`config.mk`:
```
export PLATFORM = sky130hd
export DESIGN_NAME = ocv_to_soc_interpolator_core
export DESIGN_NICKNAME = d
export VERILOG_FILES = /design/src/design/ocvsoc_pkg.sv /design/src/design/ocvsoc_seg.sv /design/src/design/ocvsoc_mul.sv /design/src/design/ocvsoc_fix.sv /design/src/design/ocv_to_soc_interpolator_core.sv
export SDC_FILE = /design/constraint.sdc
export NUM_CORES = 1
export LEC_CHECK = 0
export ABC_CLOCK_PERIOD_IN_PS = 8500
export BUFFER_PORTS_ARGS = -buffer_cell sky130_fd_sc_hd__buf_2
export CORE_UTILIZATION = 30
export DETAILED_ROUTE_END_ITERATION = 16
export GPL_TIMING_DRIVEN = 0
export PLACE_DENSITY = 0.54
export SYNTH_ARGS = -nofsm -noshare
export SYNTH_HDL_FRONTEND = slang
export SYNTH_HIERARCHICAL = 1
export SYNTH_SLANG_ARGS = --single-unit
```
`constraint.sdc`:
```
create_clock -name clk -period 8.5 [get_ports clk]
set_input_delay 2.125 -clock clk [delete_from_list [all_inputs] [get_ports clk]]
set_output_delay 2.125 -clock clk [all_outputs]
set_load 0.01 [all_outputs]
```
`src/design/ocvsoc_pkg.sv`:
```
`timescale 1ns / 1ps
// ----------------------------------------------------------------------------
// ocvsoc_pkg
// Shared constants, tables and stage bundles for the OCV to SOC interpolator.
// ----------------------------------------------------------------------------
package ocvsoc_pkg;

	localparam int TABLE_POINTS = 42;
	localparam int SEGMENTS     = TABLE_POINTS - 1;
	localparam int IDX_W        = $clog2(TABLE_POINTS);

	localparam int MV_W    = 16;
	localparam int SOC_W   = 14;
	localparam int DIFF_W  = 7;   // in-segment offset, at most the widest span (100 mV)
	localparam int DSX_W   = 9;   // charge step times 100, at most 400
	localparam int NUM_W   = 16;  // offset * step * 100, at most 40000
	localparam int RECIP_W = 14;  // floor(2^16 / span), span at least 6
	localparam int PROD_W  = NUM_W + RECIP_W;
	localparam int RECIP_SHIFT = 16;
	localparam int QUO_W   = 9;   // quotient never exceeds the charge step times 100

	localparam logic [MV_W-1:0]  MV_TOP    = 16'd4200;
	localparam logic [MV_W-1:0]  MV_BOTTOM = 16'd3000;
	localparam logic [SOC_W-1:0] SOC_FULL  = 14'd10000;
	localparam logic [6:0]       PCT_SCALE = 7'd100;

	localparam logic [12:0] OCV_MV [TABLE_POINTS] = '{
		13'd4200, 13'd4185, 13'd4170, 13'd4150, 13'd4125, 13'd4100, 13'd4075,
		13'd4050, 13'd4025, 13'd4000, 13'd3959, 13'd3949, 13'd3932, 13'd3923,
		13'd3912, 13'd3906, 13'd3898, 13'd3892, 13'd3882, 13'd3874, 13'd3859,
		13'd3839, 13'd3813, 13'd3777, 13'd3716, 13'd3690, 13'd3675, 13'd3660,
		13'd3645, 13'd3630, 13'd3610, 13'd3590, 13'd3565, 13'd3540, 13'd3510,
		13'd3480, 13'd3415, 13'd3350, 13'd3250, 13'd3150, 13'd3060, 13'd3000
	};

	localparam logic [6:0] OCV_PCT [TABLE_POINTS] = '{
		7'd100, 7'd98, 7'd97, 7'd96, 7'd93, 7'd91, 7'd89, 7'd87, 7'd84, 7'd82,
		7'd79,  7'd78, 7'd75, 7'd73, 7'd70, 7'd68, 7'd65, 7'd63, 7'd60, 7'd58,
		7'd55,  7'd52, 7'd49, 7'd47, 7'd44, 7'd41, 7'd38, 7'd35, 7'd31, 7'd28,
		7'd24,  7'd21, 7'd18, 7'd15, 7'd12, 7'd10, 7'd7,  7'd5,  7'd3,  7'd2,
		7'd1,   7'd0
	};

	// floor(65536 / span) for each segment, top segment first
	localparam logic [RECIP_W-1:0] SEG_RECIP [SEGMENTS] = '{
		14'd4369, 14'd4369, 14'd3276, 14'd2621, 14'd2621, 14'd2621, 14'd2621,
		14'd2621, 14'd2621, 14'd1598, 14'd6553, 14'd3855, 14'd7281, 14'd5957,
		14'd10922, 14'd8192, 14'd10922, 14'd6553, 14'd8192, 14'd4369, 14'd3276,
		14'd2520, 14'd1820, 14'd1074, 14'd2520, 14'd4369, 14'd4369, 14'd4369,
		14'd4369, 14'd3276, 14'd3276, 14'd2621, 14'd2621, 14'd2184, 14'd2184,
		14'd1008, 14'd1008, 14'd655,  14'd655,  14'd728,  14'd1092
	};

	typedef struct packed {
		logic lo;                 // at or below the bottom breakpoint
		logic hi;                 // at or above the top breakpoint
		logic [SOC_W-1:0]  base;  // lower point charge times 100
		logic [DIFF_W-1:0] span;  // segment width in mV
	} carry_t;

	typedef struct packed {
		logic en_a;
		logic en_b;
	} stage_en_t;

endpackage

```
`src/design/ocvsoc_seg.sv`:
```
`timescale 1ns / 1ps
// ----------------------------------------------------------------------------
// ocvsoc_seg
// Breakpoint compare (stage 1) and segment select with table lookup (stage 2).
// ----------------------------------------------------------------------------
module ocvsoc_seg (
	input  logic                            clk,
	input  logic                            arst_n,
	input  ocvsoc_pkg::stage_en_t           en,
	input  logic                            v_s2,
	input  logic [ocvsoc_pkg::MV_W-1:0]     cell_mv,
	output logic [ocvsoc_pkg::DIFF_W-1:0]   diff_s2,
	output logic [ocvsoc_pkg::DSX_W-1:0]    dsx_s2,
	output logic [ocvsoc_pkg::RECIP_W-1:0]  recip_s2,
	output ocvsoc_pkg::carry_t              carry_s2
);
	import ocvsoc_pkg::*;

	logic [MV_W-1:0]     mv_s1;
	logic [SEGMENTS-1:0] ge_s1;
	logic                lo_s1;
	logic                hi_s1;
	logic [SEGMENTS-1:0] ge_d;
	logic [IDX_W-1:0]    seg;
	logic [IDX_W-1:0]    seg_lo;
	logic [MV_W-1:0]     diff_full;
	logic [6:0]          dpct;
	logic [12:0]         span_full;

	// ge_d[k]: voltage at or above the lower point of segment k
	always_comb begin
		for (int k = 0; k < SEGMENTS; k++) begin
			ge_d[k] = cell_mv >= {3'b000, OCV_MV[k + 1]};
		end
	end

	always_ff @(posedge clk) begin
		if (en.en_a) begin
			mv_s1 <= cell_mv;
			ge_s1 <= ge_d;
			lo_s1 <= cell_mv <= MV_BOTTOM;
			hi_s1 <= cell_mv >= MV_TOP;
		end
	end

	// first bracketing segment from the top
	always_comb begin
		seg = '0;
		for (int k = SEGMENTS - 1; k >= 0; k--) begin
			if (ge_s1[k]) begin
				seg = IDX_W'(k);
			end
		end
	end

	assign seg_lo    = seg + IDX_W'(1);
	assign diff_full = mv_s1 - {3'b000, OCV_MV[seg_lo]};
	assign dpct      = OCV_PCT[seg] - OCV_PCT[seg_lo];
	assign span_full = OCV_MV[seg] - OCV_MV[seg_lo];

	always_ff @(posedge clk) begin
		if (en.en_b) begin
			diff_s2       <= diff_full[DIFF_W-1:0];
			dsx_s2        <= DSX_W'(dpct * PCT_SCALE);
			recip_s2      <= SEG_RECIP[seg];
			carry_s2.lo   <= lo_s1;
			carry_s2.hi   <= hi_s1;
			carry_s2.base <= SOC_W'(OCV_PCT[seg_lo] * PCT_SCALE);
			carry_s2.span <= span_full[DIFF_W-1:0];
		end
	end

	a_offset_in_span: assert property (@(posedge clk) disable iff (!arst_n)
		(v_s2 && !carry_s2.lo && !carry_s2.hi) |-> (diff_s2 <= carry_s2.span))
		else $error("segment offset exceeds span");

endmodule

```
`src/design/ocvsoc_mul.sv`:
```
`timescale 1ns / 1ps
// ----------------------------------------------------------------------------
// ocvsoc_mul
// Numerator product (stage 3) and reciprocal quotient estimate (stage 4).
// ----------------------------------------------------------------------------
module ocvsoc_mul (
	input  logic                            clk,
	input  ocvsoc_pkg::stage_en_t           en,
	input  logic [ocvsoc_pkg::DIFF_W-1:0]   diff_s2,
	input  logic [ocvsoc_pkg::DSX_W-1:0]    dsx_s2,
	input  logic [ocvsoc_pkg::RECIP_W-1:0]  recip_s2,
	input  ocvsoc_pkg::carry_t              carry_s2,
	output logic [ocvsoc_pkg::NUM_W-1:0]    num_s4,
	output logic [ocvsoc_pkg::QUO_W-1:0]    qe_s4,
	output ocvsoc_pkg::carry_t              carry_s4
);
	import ocvsoc_pkg::*;

	logic [NUM_W-1:0]   num_s3;
	logic [RECIP_W-1:0] recip_s3;
	carry_t             carry_s3;
	logic [PROD_W-1:0]  prod;

	always_ff @(posedge clk) begin
		if (en.en_a) begin
			num_s3   <= NUM_W'(diff_s2 * dsx_s2);
			recip_s3 <= recip_s2;
			carry_s3 <= carry_s2;
		end
	end

	// estimate is the true quotient or one below it
	assign prod = num_s3 * recip_s3;

	always_ff @(posedge clk) begin
		if (en.en_b) begin
			num_s4   <= num_s3;
			qe_s4    <= prod[RECIP_SHIFT +: QUO_W];
			carry_s4 <= carry_s3;
		end
	end

endmodule

```
`src/design/ocvsoc_fix.sv`:
```
`timescale 1ns / 1ps
// ----------------------------------------------------------------------------
// ocvsoc_fix
// Quotient correction, offset add and end-of-table saturation (stage 5).
// ----------------------------------------------------------------------------
module ocvsoc_fix (
	input  logic                           clk,
	input  logic                           arst_n,
	input  logic                           en,
	input  logic                           v_s4,
	input  logic [ocvsoc_pkg::NUM_W-1:0]   num_s4,
	input  logic [ocvsoc_pkg::QUO_W-1:0]   qe_s4,
	input  ocvsoc_pkg::carry_t             carry_s4,
	output logic [ocvsoc_pkg::SOC_W-1:0]   soc_s5
);
	import ocvsoc_pkg::*;

	logic [NUM_W-1:0] rem;
	logic [QUO_W-1:0] quo;
	logic [SOC_W-1:0] soc_d;

	assign rem = num_s4 - NUM_W'(qe_s4 * carry_s4.span);
	assign quo = (rem >= NUM_W'(carry_s4.span)) ? qe_s4 + QUO_W'(1) : qe_s4;

	always_comb begin
		if (carry_s4.lo) begin
			soc_d = '0;
		end else if (carry_s4.hi) begin
			soc_d = SOC_FULL;
		end else begin
			soc_d = carry_s4.base + SOC_W'(quo);
		end
	end

	always_ff @(posedge clk) begin
		if (en) begin
			soc_s5 <= soc_d;
		end
	end

	a_one_step_fix: assert property (@(posedge clk) disable iff (!arst_n)
		(v_s4 && !carry_s4.lo && !carry_s4.hi)
			|-> (rem < (NUM_W'(carry_s4.span) << 1)))
		else $error("quotient estimate off by more than one");

endmodule

```
`src/design/ocv_to_soc_interpolator_core.sv`:
```
`timescale 1ns / 1ps
// ----------------------------------------------------------------------------
// ocv_to_soc_interpolator_core
// Cell voltage (mV) to state of charge (0.01 %) by piecewise linear
// interpolation over a fixed 42-point open-circuit-voltage table.
// ----------------------------------------------------------------------------
//
//  channel | handshake            | payload
//  --------+----------------------+------------------------------
//  input   | in_valid / in_ready  | cell_mv[15:0]        unsigned
//  output  | out_valid / out_ready| soc_hundredths[13:0] unsigned
//
// One transaction per cycle sustained while out_ready stays high; each result
// passes the compare, select, multiply, reciprocal and correct stages in turn.
// Every stage holds its own valid bit; a stage moves whenever it is empty or
// the stage after it moves, so bubbles collapse and a stall at the output
// backs up one stage at a time without loss or repeat.
// arst_n clears all valid bits; payload registers are not reset.
//
module ocv_to_soc_interpolator_core (
	input  logic                               clk,
	input  logic                               arst_n,
	input  logic                               in_valid,
	output logic                               in_ready,
	input  logic [ocvsoc_pkg::MV_W-1:0]        cell_mv,
	output logic                               out_valid,
	input  logic                               out_ready,
	output logic [ocvsoc_pkg::SOC_W-1:0]       soc_hundredths
);
	import ocvsoc_pkg::*;

	// stage valid bits and advance enables
	logic v_s1, v_s2, v_s3, v_s4, v_s5;
	logic en1, en2, en3, en4, en5;

	logic [DIFF_W-1:0]  diff_s2;
	logic [DSX_W-1:0]   dsx_s2;
	logic [RECIP_W-1:0] recip_s2;
	carry_t             carry_s2;
	logic [NUM_W-1:0]   num_s4;
	logic [QUO_W-1:0]   qe_s4;
	carry_t             carry_s4;
	logic [SOC_W-1:0]   soc_s5;

	stage_en_t seg_en;
	stage_en_t mul_en;

	// advance a stage when it is empty or its successor advances
	assign en5 = !v_s5 || out_ready;
	assign en4 = !v_s4 || en5;
	assign en3 = !v_s3 || en4;
	assign en2 = !v_s2 || en3;
	assign en1 = !v_s1 || en2;

	assign in_ready       = en1;
	assign out_valid      = v_s5;
	assign soc_hundredths = soc_s5;

	assign seg_en = '{en_a: en1, en_b: en2};
	assign mul_en = '{en_a: en3, en_b: en4};

	always_ff @(posedge clk or negedge arst_n) begin
		if (!arst_n) begin
			v_s1 <= 1'b0;
			v_s2 <= 1'b0;
			v_s3 <= 1'b0;
			v_s4 <= 1'b0;
			v_s5 <= 1'b0;
		end else begin
			if (en1) v_s1 <= in_valid;
			if (en2) v_s2 <= v_s1;
			if (en3) v_s3 <= v_s2;
			if (en4) v_s4 <= v_s3;
			if (en5) v_s5 <= v_s4;
		end
	end

	// stages 1-2: breakpoint compare, segment select and table lookup
	ocvsoc_seg u_seg (
		.clk      (clk),
		.arst_n   (arst_n),
		.en       (seg_en),
		.v_s2     (v_s2),
		.cell_mv  (cell_mv),
		.diff_s2  (diff_s2),
		.dsx_s2   (dsx_s2),
		.recip_s2 (recip_s2),
		.carry_s2 (carry_s2)
	);

	// stages 3-4: numerator and reciprocal multiply
	ocvsoc_mul u_mul (
		.clk      (clk),
		.en       (mul_en),
		.diff_s2  (diff_s2),
		.dsx_s2   (dsx_s2),
		.recip_s2 (recip_s2),
		.carry_s2 (carry_s2),
		.num_s4   (num_s4),
		.qe_s4    (qe_s4),
		.carry_s4 (carry_s4)
	);

	// stage 5: correct quotient, add base, saturate at table ends
	ocvsoc_fix u_fix (
		.clk      (clk),
		.arst_n   (arst_n),
		.en       (en5),
		.v_s4     (v_s4),
		.num_s4   (num_s4),
		.qe_s4    (qe_s4),
		.carry_s4 (carry_s4),
		.soc_s5   (soc_s5)
	);

	a_soc_range: assert property (@(posedge clk) disable iff (!arst_n)
		out_valid |-> (soc_hundredths <= SOC_FULL))
		else $error("state of charge above full scale");

	a_empty_takes: assert property (@(posedge clk) disable iff (!arst_n)
		!v_s1 |-> in_ready)
		else $error("input stalled with first stage empty");

	a_no_drop: assert property (@(posedge clk) disable iff (!arst_n)
		(v_s4 && en4) |=> v_s5)
		else $error("transaction lost between stage 4 and stage 5");

endmodule

```
* Yosys cells after proc, flatten, opt, wreduce, memory -nomap -nowiden
Memories as Yosys holds them, arrays and structs flattened. A register that Yosys moved wholly into a read port is not among the register bits. Cells that the tools add are included.
Storage, ports and cells: input bits 20, output and inout port bits 16, register bits after elaboration 197, memories kept 5, logic and storage cells 156, bits in read-only memories 3456
Memory list:
- (name not given) | depth 64, width 14, rd ports 1, clocked after memory_dff 1, write ports 0, RTL line ocvsoc_seg.sv:65 | recip_s2 <= SEG_RECIP[seg];
- (name not given) | depth 64, width 13, rd ports 1, clocked after memory_dff 0, write ports 0, RTL line ocvsoc_seg.sv:57 | assign diff_full = mv_s1 - {3'b000, OCV_MV[seg_lo]};
- (name not given) | depth 64, width 13, rd ports 1, clocked after memory_dff 0, write ports 0, RTL line ocvsoc_seg.sv:59 | assign span_full = OCV_MV[seg] - OCV_MV[seg_lo];
- (name not given) | depth 64, width 7, rd ports 1, clocked after memory_dff 0, write ports 0, RTL line ocvsoc_seg.sv:58 | assign dpct = OCV_PCT[seg] - OCV_PCT[seg_lo];
- (name not given) | depth 64, width 7, rd ports 1, clocked after memory_dff 0, write ports 0, RTL line ocvsoc_seg.sv:58
Cells by class: mux-type cells 51, order comparisons 46, reductions and logical operators 11, $mul 5, add/sub/neg operators 7, bitwise operators 2
Operators with widths (number):
- $ge A16 B12 Y1 const B | 36
- $mux W6 | 41
- $ge A16 B13 Y1 const B | 6
- $mux W7 | 8
- $mul A14 B14 Y23 | 1
- $sub A7 B7 Y7 | 3
- $ge A16 B7 Y1 | 1
- $le A16 B12 Y1 const B | 1
- $mul A9 B7 Y16 | 1
- $sub A16 B16 Y16 | 1
- $add A14 B9 Y14 | 1
- $ge A7 B7 Y1 const B | 2
- $mul A7 B7 Y14 | 1
- $mux W14 | 1
- $not A6 Y7 | 2
- $mul A7 B5 Y12 const B | 1
- $add A9 B1 Y9 const B | 1
- $mux W9 | 1
- $mul A7 B5 Y7 const B | 1
- $add A6 B1 Y6 const B | 1
- $logic_not A1 Y1 | 5
- $logic_or A1 B1 Y1 | 5
- $reduce_or A2 Y1 | 1

* Logic depth before layout (Yosys ltp)
Gate-level depths: netlist (run 1).
word-level depth 48, depth in mapped cells 35, mapped depth without buffers 34

* By module
The synthesis (run 1) kept the hierarchy.
Modules (own cells, without submodules):
- ocvsoc_mul | cells each 1040, times used 1, area each 11199.5 sq um, seq. area each 3032.9 sq um
- ocvsoc_seg | cells each 1016, times used 1, area each 8677.1 sq um, seq. area each 2972.9 sq um
- ocvsoc_fix | cells each 468, times used 1, area each 3968.8 sq um, seq. area each 420.4 sq um
- ocv_to_soc_interpolator_core | cells each 17, times used 1, area each 207.7 sq um, seq. area each 125.1 sq um

* Worst setup path after synthesis (run 1)
No wires, ideal clock.
path kind reg2reg, from reg u_seg.ge_s1[0], to reg u_seg/dsx_s2[8] in the netlist's numbering (data pin), period minus slack after synthesis 7.270 ns, cell stages (with the launch flop) 31, required time 8.236 ns, arrival 7.006 ns, setup time 0.264 ns, buffers on the path 4, setup slack 1.230 ns, cells stage by stage edfxtp_1 > nor2_1 > nand2_1 > a2111oi_0 > a32oi_2 > inv_1 > clkbuf_1 > ha_1 > inv_1 > ha_1 > buf_2 > clkbuf_1 > clkbuf_1 > o31ai_1 > a211oi_1 > ha_1 > inv_1 > fa_1 > xor2_1 > ha_1 > ha_1 > ha_1 > inv_1 > fa_1 > xor2_1 > xnor2_1 > xnor2_1 > xnor2_1 > xnor2_1 > xnor2_1 > xnor2_1
On the way: word-level cells in the longest chain between the ends 8, elaborated cells on any way between the ends 12, classes of those cells add/sub: 2; mul: 1; mux: 5; bitwise: 2; memory: 2
RTL lines:
- start, declared | RTL line ocvsoc_seg.sv:20 | logic [SEGMENTS-1:0] ge_s1;
- start signal, assigned | RTL line ocvsoc_seg.sv:40 | ge_s1 <= ge_d;
- $mux W6 * | RTL line ocvsoc_seg.sv:50 | if (ge_s1[k]) begin
- $add A6 B1 Y6 | RTL line ocvsoc_seg.sv:56 | assign seg_lo = seg + IDX_W'(1);
- $not A6 Y7 (not written as such) | RTL line ocvsoc_seg.sv:58
- $mem_v2 Z64 W7
- $mux W7 (not written as such) (2 in series) | RTL line ocvsoc_seg.sv:58
- $sub A7 B7 Y7 * | RTL line ocvsoc_seg.sv:58
- net u_seg.dpct[2] | RTL line ocvsoc_seg.sv:27 | logic [6:0] dpct;
- $mul A7 B5 Y7 * | RTL line ocvsoc_seg.sv:64 | dsx_s2 <= DSX_W'(dpct * PCT_SCALE);
- end signal, assigned | RTL line ocvsoc_seg.sv:64
- end, declared | RTL line ocvsoc_seg.sv:13 | output logic [ocvsoc_pkg::DSX_W-1:0] dsx_s2,
The timed path passes the listed nets; every way through them passes the cells marked *. The select of a mux whose other input is x is not followed. A chain may end at the register's enable or synchronous reset.

* Worst setup path in the final report (run 1)
from reg u_seg.ge_s1[15], to reg u_seg/dsx_s2[8] in the netlist's numbering (data pin)
On the way: word-level cells in the longest chain between the ends 23, elaborated cells on any way between the ends 27, classes of those cells add/sub: 2; mul: 1; mux: 20; bitwise: 2; memory: 2
RTL lines (RTL line):
- $mux W6 * (16 in series) | ocvsoc_seg.sv:50
- $add A6 B1 Y6 | ocvsoc_seg.sv:56
- $not A6 Y7 (not written as such) | ocvsoc_seg.sv:58
- $mem_v2 Z64 W7
- $mux W7 (not written as such) (2 in series) | ocvsoc_seg.sv:58
- $sub A7 B7 Y7 * | ocvsoc_seg.sv:58
- net u_seg.dpct[2] | ocvsoc_seg.sv:27
- $mul A7 B5 Y7 * | ocvsoc_seg.sv:64
Marked as above.

==> results of run 1 <==
## state kept, by name, summed over array words and instances, names as in the netlist, 7 cells and up
signal and cells:
u_seg/recip_s2 14, u_seg/diff_s2 7, u_fix/soc_s5 14, u_seg/dsx_s2 7, u_mul/carry_s4 23, u_seg/ge_s1 41
u_seg/mv_s1 7, u_mul/num_s3 16, u_mul/recip_s3 14, u_mul/qe_s4 9, u_mul/carry_s3 23, u_seg/carry_s2 21
u_mul/num_s4 16
## synthesized netlist by cell type (all sizes together) (41+ instances only)
master / number / area (um^2)
clkbuf: 101 / 379
ha: 218 / 2730
a21oi: 156 / 796
nand2: 311 / 1170
fa: 245 / 4900
edfxtp: 214 / 6430
nor2: 110 / 415
xnor2: 75 / 679
and2: 164 / 1030
nand3: 41 / 210
inv: 369 / 1390
o21ai: 116 / 584
## what timing repair did
item,in CTS,in global routing
setup buffers,2,6
cloned,1,0
pin swaps,1,2
setup endpoints to repair,2,1
gates resized for setup,10,16
## per-layer routing
| metal | part of all wire (%) | track usage (%) | wire length (um) | vias up |
|---|---|---|---|---|
| li1 | - | - | - | 8724 |
| met1 | 44 | 21.5 | 28600 | 8923 |
| met2 | 46 | 26.0 | 29700 | 644 |
| met3 | 5.8 | 1.87 | 3780 | 161 |
| met4 | 4.5 | 6.54 | 2910 | 0 |
| met5 | 0 | 0 | 0 | - |
## layout make-up
cell class              instances  area (um^2)  area share, %
inverters                     371         1400           5.26
multi-input cells            1829        15700           58.8
flip-flops and latches        219         6550           24.6
clock inverters                15          155          0.582
repair buffers                 47          320           1.20
clock buffers                  32          693           2.60
well taps                    1050         1310           4.93
repair inverters                1         5.00         0.0188
plain buffers                 123          524           1.97
## through the flow
step                      hold WS (ps)  setup TNS (ps)  setup WS [ps]
final                              416               0            273
after global routing               421           -5.26          -5.26
after CTS                          416               0           12.7
after detailed placement           405           -1390          -1170
after global placement             401           -1670          -1310
after floorplan                    400               0           1230
## path summary, 6_finish.rpt
kind                                        start                 to  cells after the start
worst max-delay path              u_seg/ge_s1[15]    u_seg/dsx_s2[8]                     28
max in group asynchronous                  arst_n          out_valid                      1
worst max register to register    u_seg/ge_s1[15]    u_seg/dsx_s2[8]                     28
worst min-delay path            u_seg/recip_s2[8]  u_mul/recip_s3[8]                      0
worst min register to register  u_seg/recip_s2[8]  u_mul/recip_s3[8]                      0
min in group asynchronous                  arst_n               v_s1                      1
## logic make-up (layout without fill, tap and decap cells)
logic type	after synthesis	in the layout	share of synthesized area, %
AND/OR/NAND/NOR	759	759	15.6
AO/OA/AOI/OAI	502	502	13.6
buffers and inverters	496	589	7.95
adder cells (fa/ha/maj)	463	463	31.7
flip-flops	219	219	27.2
XOR/XNOR	93	93	3.54
multiplexers	8	8	0.359
other	1	4	0.0156
## cell usage in the layout (no fill, tap or decap), drive strengths merged, types with 17 or more instances in the layout
master  count
o211ai     21
a31oi      20
nand3      41
edfxtp    214
fa        245
xnor2      75
clkbuf    132
nand2     311
xor2       17
o31ai      18
nand2b     17
a21o       22
and2      164
o21ai     116
o21bai     17
a21oi     156
buf        70
nor2      110
nor3       31
a211oi     20
nor4       18
inv       369
ha        218
==> summary.txt, run 1 <==
Clock network
  • Num CTS Buffers: 26
  • Clk sinks: between 200 and 250
  • Reg clk slew, reported paths: about 70 ps
  • Clock Tree Buf Depth: 3
  • H-tree depth: 1
  • Hold_buf cts: 0
  • Later-pin clock latency in the skew report: between 500 and 600 ps
  • Clk root buf: clkbuf_16
  • CTS tree: done

Setup path
  • Worst EP arrival: about 8500 ps
  • CP delay by family, top: adder cells
  • Largest stage delay, worst path: about 800 ps
  • Worst Path Required: 8790 ps
  • Crit path kind: flip-flop to flip-flop
  • Type of element launching the critical path: flip-flop
  • CP endpoint kind: flip-flop
  • WP buf/inv: 4
  • Register-to-register setup slack: ~270 ps
  • Slowest cell on crit path: clkbuf_1
  • Crit path max fanout: 15
  • Top cell by count, worst path: xnor2_1

Routing
  • Via density per instance: ~5
  • Via count: between 15000 and 20000
  • Post-route ant nets: 0
  • Final WL: roughly 65000 um
  • # DRC: 0
  • Iteration-0 DRC Markers: 1283
  • Wire length per cell: 17.6 um
  • Pre-antenna DRT Iters: 6

Die
  • Die height: roughly 290 um
  • Std-Cell Rows: approximately 100
  • Core box area: between 0.07 and 0.08 mm^2
  • Die area: between 0.08 and 0.09 mm^2
  • I/O Pins: 36
  • Initial Util: approximately 30%
  • Die width: 285 um

Global route
  • Pin count of the biggest net entering global routing: 47
  • Vias in the first global route: about 18000
  • First-pass GRT wire length: slightly above 100000 um
  • Tot GR Track Use: ~16%
  • GRT overflow: 0
  • Initial antenna violation count: 1

STA
  • Final Max Slew Viols: 0
  • Final Cycle Share: between 90% and 100%
  • Max Fclk: 0.122 GHz
  • Rel. slew slack: 23.1%
  • Minimum clock period: 8230 ps
  • Hold Fails Final Rpt: 0
  • Actual slew at the worst max-slew pin: 1140 ps
  • Final setup viols: 0
  • Final setup skew: roughly 17 ps

Status
  • Status: completed

Synthesis
  • Distinct cells, synth: 96
  • Syn Inst Count: roughly 2500
  • Main synth FF type: edfxtp_1
  • Async set or reset register ratio after synthesis: under 10%
  • Register area share after synthesis: a little over a quarter
  • EDFF count, synth: approximately 210
  • Syn avg cell area: ~9.5 um^2
  • Warnings from Yosys: 6
  • #FFs+latches synth: between 200 and 250
  • Synthesized area: ~0.024 mm^2

Layout
  • Share of cells above drive strength 1: approximately 6.4%
  • Syn-to-layout area delta: 10.7%
  • Non-Filler Instances: about 3700
  • Antenna fix cells: 0
  • Finished Core Util: between 30% and 40%
  • Filler Cell Count: between 8000 and 9000
  • Design area: approximately 0.027 mm^2
  • Nets: 3101

Place
  • Final HPWL DP: 51300 um
  • Placed cells: approximately 3600
  • Input/output buffers: 34
  • Placed Area: between 0.02 and 0.03 mm^2
  • Final RePlAce weighted congestion: just under 1

Flow run
  • Maxcap violations: 0

Hold path
  • Worst min path class: flip-flop to flip-flop
Power of run 1 is left out: the tool's default activity adds up to more than one toggle a clock period on the data nets, which glitch-free logic cannot reach.
==> inputs of run 2 (changes only) <==
--- a/config.mk
+++ b/config.mk
@@ -7,6 +7,7 @@
 export LEC_CHECK = 0
 export ABC_CLOCK_PERIOD_IN_PS = 8500
 export BUFFER_PORTS_ARGS = -buffer_cell sky130_fd_sc_hd__buf_2
+export CORE_ASPECT_RATIO = 1.2
 export CORE_UTILIZATION = 30
 export DETAILED_ROUTE_END_ITERATION = 16
 export GPL_TIMING_DRIVEN = 0
==> run 2 against run 1 <==
  * Routed wire length is 3.5% higher
  * Highest routed layer unchanged
  * Critical path type unchanged
  * Register-to-register slack better by 40 ps
  * Design area is 0.16% higher
  * Clock skew is 6.3 ps higher
  * Sequential share of layout area hardly changed
==> summary.txt, run 2 (synthesized netlist as in run 1, its figures left out) <==
Clock network
  • Num CTS Buffers: 27
  • Clk sinks: approximately 220
  • Later-pin clock latency in the skew report: between 500 and 600 ps
  • Clk root buf: clkbuf_16
  • H-tree depth: 1
  • Clock Tree Buf Depth: 3
  • CTS tree: done
  • Reg clk slew, reported paths: ~60 ps

Layout
  • Top flop regs: u_seg/ge_s1 x41, u_mul/carry_s3 x23, u_mul/carry_s4 x23
  • Commonest non-fill, non-tap cell in the layout: inv_1
  • Finished Core Util: about a third
  • Largest register by flop count: u_seg/ge_s1
  • Nets: 3103
  • Antenna fix cells: 0
  • Filler Cell Count: between 8000 and 9000
  • Largest register FFs: 41
  • Most frequent cells in the layout: 365 x inv_1, 308 x nand2_1, 245 x fa_1
  • Share of cells above drive strength 1: 6.63%
  • Syn-to-layout area delta: 10.9%

Routing
  • Wire length per cell: ~18 um
  • Via count: ~19000
  • Pre-antenna DRT Iters: 5
  • Post-route ant nets: 0
  • Final WL: between 60000 and 70000 um
  • # DRC: 0
  • Via density per instance: a little over 5
  • Iteration-0 DRC Markers: about 1100

STA
  • Final Cycle Share: a little over nine tenths
  • Hold slack: between 400 and 500 ps
  • Final Max Slew Viols: 0
  • Max Fclk: around 0.12 GHz
  • Final setup skew: about 23 ps
  • Final setup viols: 0
  • Hold Fails Final Rpt: 0
  • Actual slew at the worst max-slew pin: 1400 ps
  • Minimum clock period: 8190 ps
  • Rel. slew slack: between 5 and 6%

Place
  • Input/output buffers: 34
  • Final HPWL DP: approximately 53000 um
  • Final RePlAce weighted congestion: approximately 0.96

Die
  • Die width: between 200 and 300 um
  • Std-Cell Rows: around 110
  • I/O Pins: 36
  • Core box area: between 0.07 and 0.08 mm^2
  • Die height: 312 um
  • Die area: around 0.081 mm^2
  • Initial Util: between 30% and 40%

Setup path
  • Top cell by count, worst path: xnor2_1
  • Register-to-register setup slack: between 300 and 400 ps
  • Worst Setup SP: u_seg/ge_s1[32]
  • R2R cell count: 31
  • R2r endpoint: u_seg/dsx_s2[8]
  • Worst EP arrival: around 8500 ps
  • CP endpoint kind: flip-flop
  • Worst Path Required: ~9000 ps
  • Type of element launching the critical path: flip-flop
  • Reg2Reg Launch Point: u_seg/ge_s1[32]
  • Crit path max fanout: 12
  • Largest stage delay, worst path: around 550 ps
  • Crit path kind: flip-flop to flip-flop
  • Slowest cell on crit path: or4_1

Global route
  • Vias in the first global route: 18812
  • GRT overflow: 0
  • Initial antenna violation count: 0
  • First-pass GRT wire length: roughly 110000 um
  • Tot GR Track Use: 16.7%
  • Pin count of the biggest net entering global routing: 46

Hold path
  • Hold_sp: u_seg/carry_s2[0]
  • Sink of the worst hold path: u_mul/carry_s3[0]
  • Hold Path Stages: 0
  • Worst min path class: flip-flop to flip-flop

Status
  • Status: completed

Flow run
  • Maxcap violations: 0
run 2: cell count changes in the layout (fill, tap and decap cells not counted), sizes merged:
| cell | before | now |
|---|---|---|
| clkinv | 12 | 8 |
| clkinvlp | 4 | 8 |
| clkbuf | 132 | 134 |
| bufinv | 2 | 3 |
| inv | 369 | 370 |
run 2: how the worst max path moves through the flow:
stage | endpoint | cells after the start
final | u_seg/dsx_s2[8] | 31
after global routing | u_seg/dsx_s2[8] | 31
after CTS | u_seg/dsx_s2[8] | 31
after detailed placement | u_seg/dsx_s2[8] | 32
after global placement | u_seg/dsx_s2[8] | 32
after floorplan | u_seg/dsx_s2[8] | 30
run 2: layout make-up:
| type | count | area, um^2 | share of cell area [%] |
|---|---|---|---|
| plain buffers | 123 | 529 | 1.98 |
| flip-flops and latches | 219 | 6550 | 24.6 |
| inverters | 371 | 1400 | 5.25 |
| clock buffers | 33 | 698 | 2.62 |
| clock inverters | 17 | 191 | 0.718 |
| repair inverters | 1 | 5.00 | 0.0188 |
| multi-input cells | 1829 | 15700 | 58.8 |
| repair buffers | 48 | 328 | 1.23 |
| well taps | 1035 | 1290 | 4.85 |
run 2: timing repair:
| item | 4_1_cts | 5_1_grt |
|---|---|---|
| pin swaps | 1 | 3 |
| hold buffers | 0 | 0 |
| endpoints found under the setup margin | 3 | 2 |
| cloned | 1 | 0 |
| buffers inserted | 3 | 6 |
| gates resized for setup | 12 | 19 |
| endpoints found under the hold margin | 0 | 0 |
run 2: critical path, delay by kind of cell (launching register included):
| kind | cells | cell delay (ps) |
|---|---|---|
| simple gates | 4 | 1230 |
| flops | 1 | 440 |
| compound gates | 6 | 1550 |
| xor+xnor | 8 | 1320 |
| fa+ha+maj | 7 | 2170 |
| buf+inv | 6 | 1150 |
run 2: metal layers:
layer  track usage [%]  vias up  wire [um]
li1                  -     8715          -
met1              20.5     9076      27700
met2              29.1      533      33400
met3              1.81      177       2900
met4              7.78        0       3390
met5                 0        -          0
run 2: per-stage QoR:
stage,setup TNS [ps],setup WS [ps],std cells,area [um^2]
CTS,0,91.9,3670,26600
global placement,-2010,-1430,3613,25500
detailed placement,-1830,-1390,3618,25600
global route,-1.84,-1.84,3676,26700
floorplan,0,1230,2544,24100
finish,0,312,3676,26700
Power of run 2 is left out for the same reason.
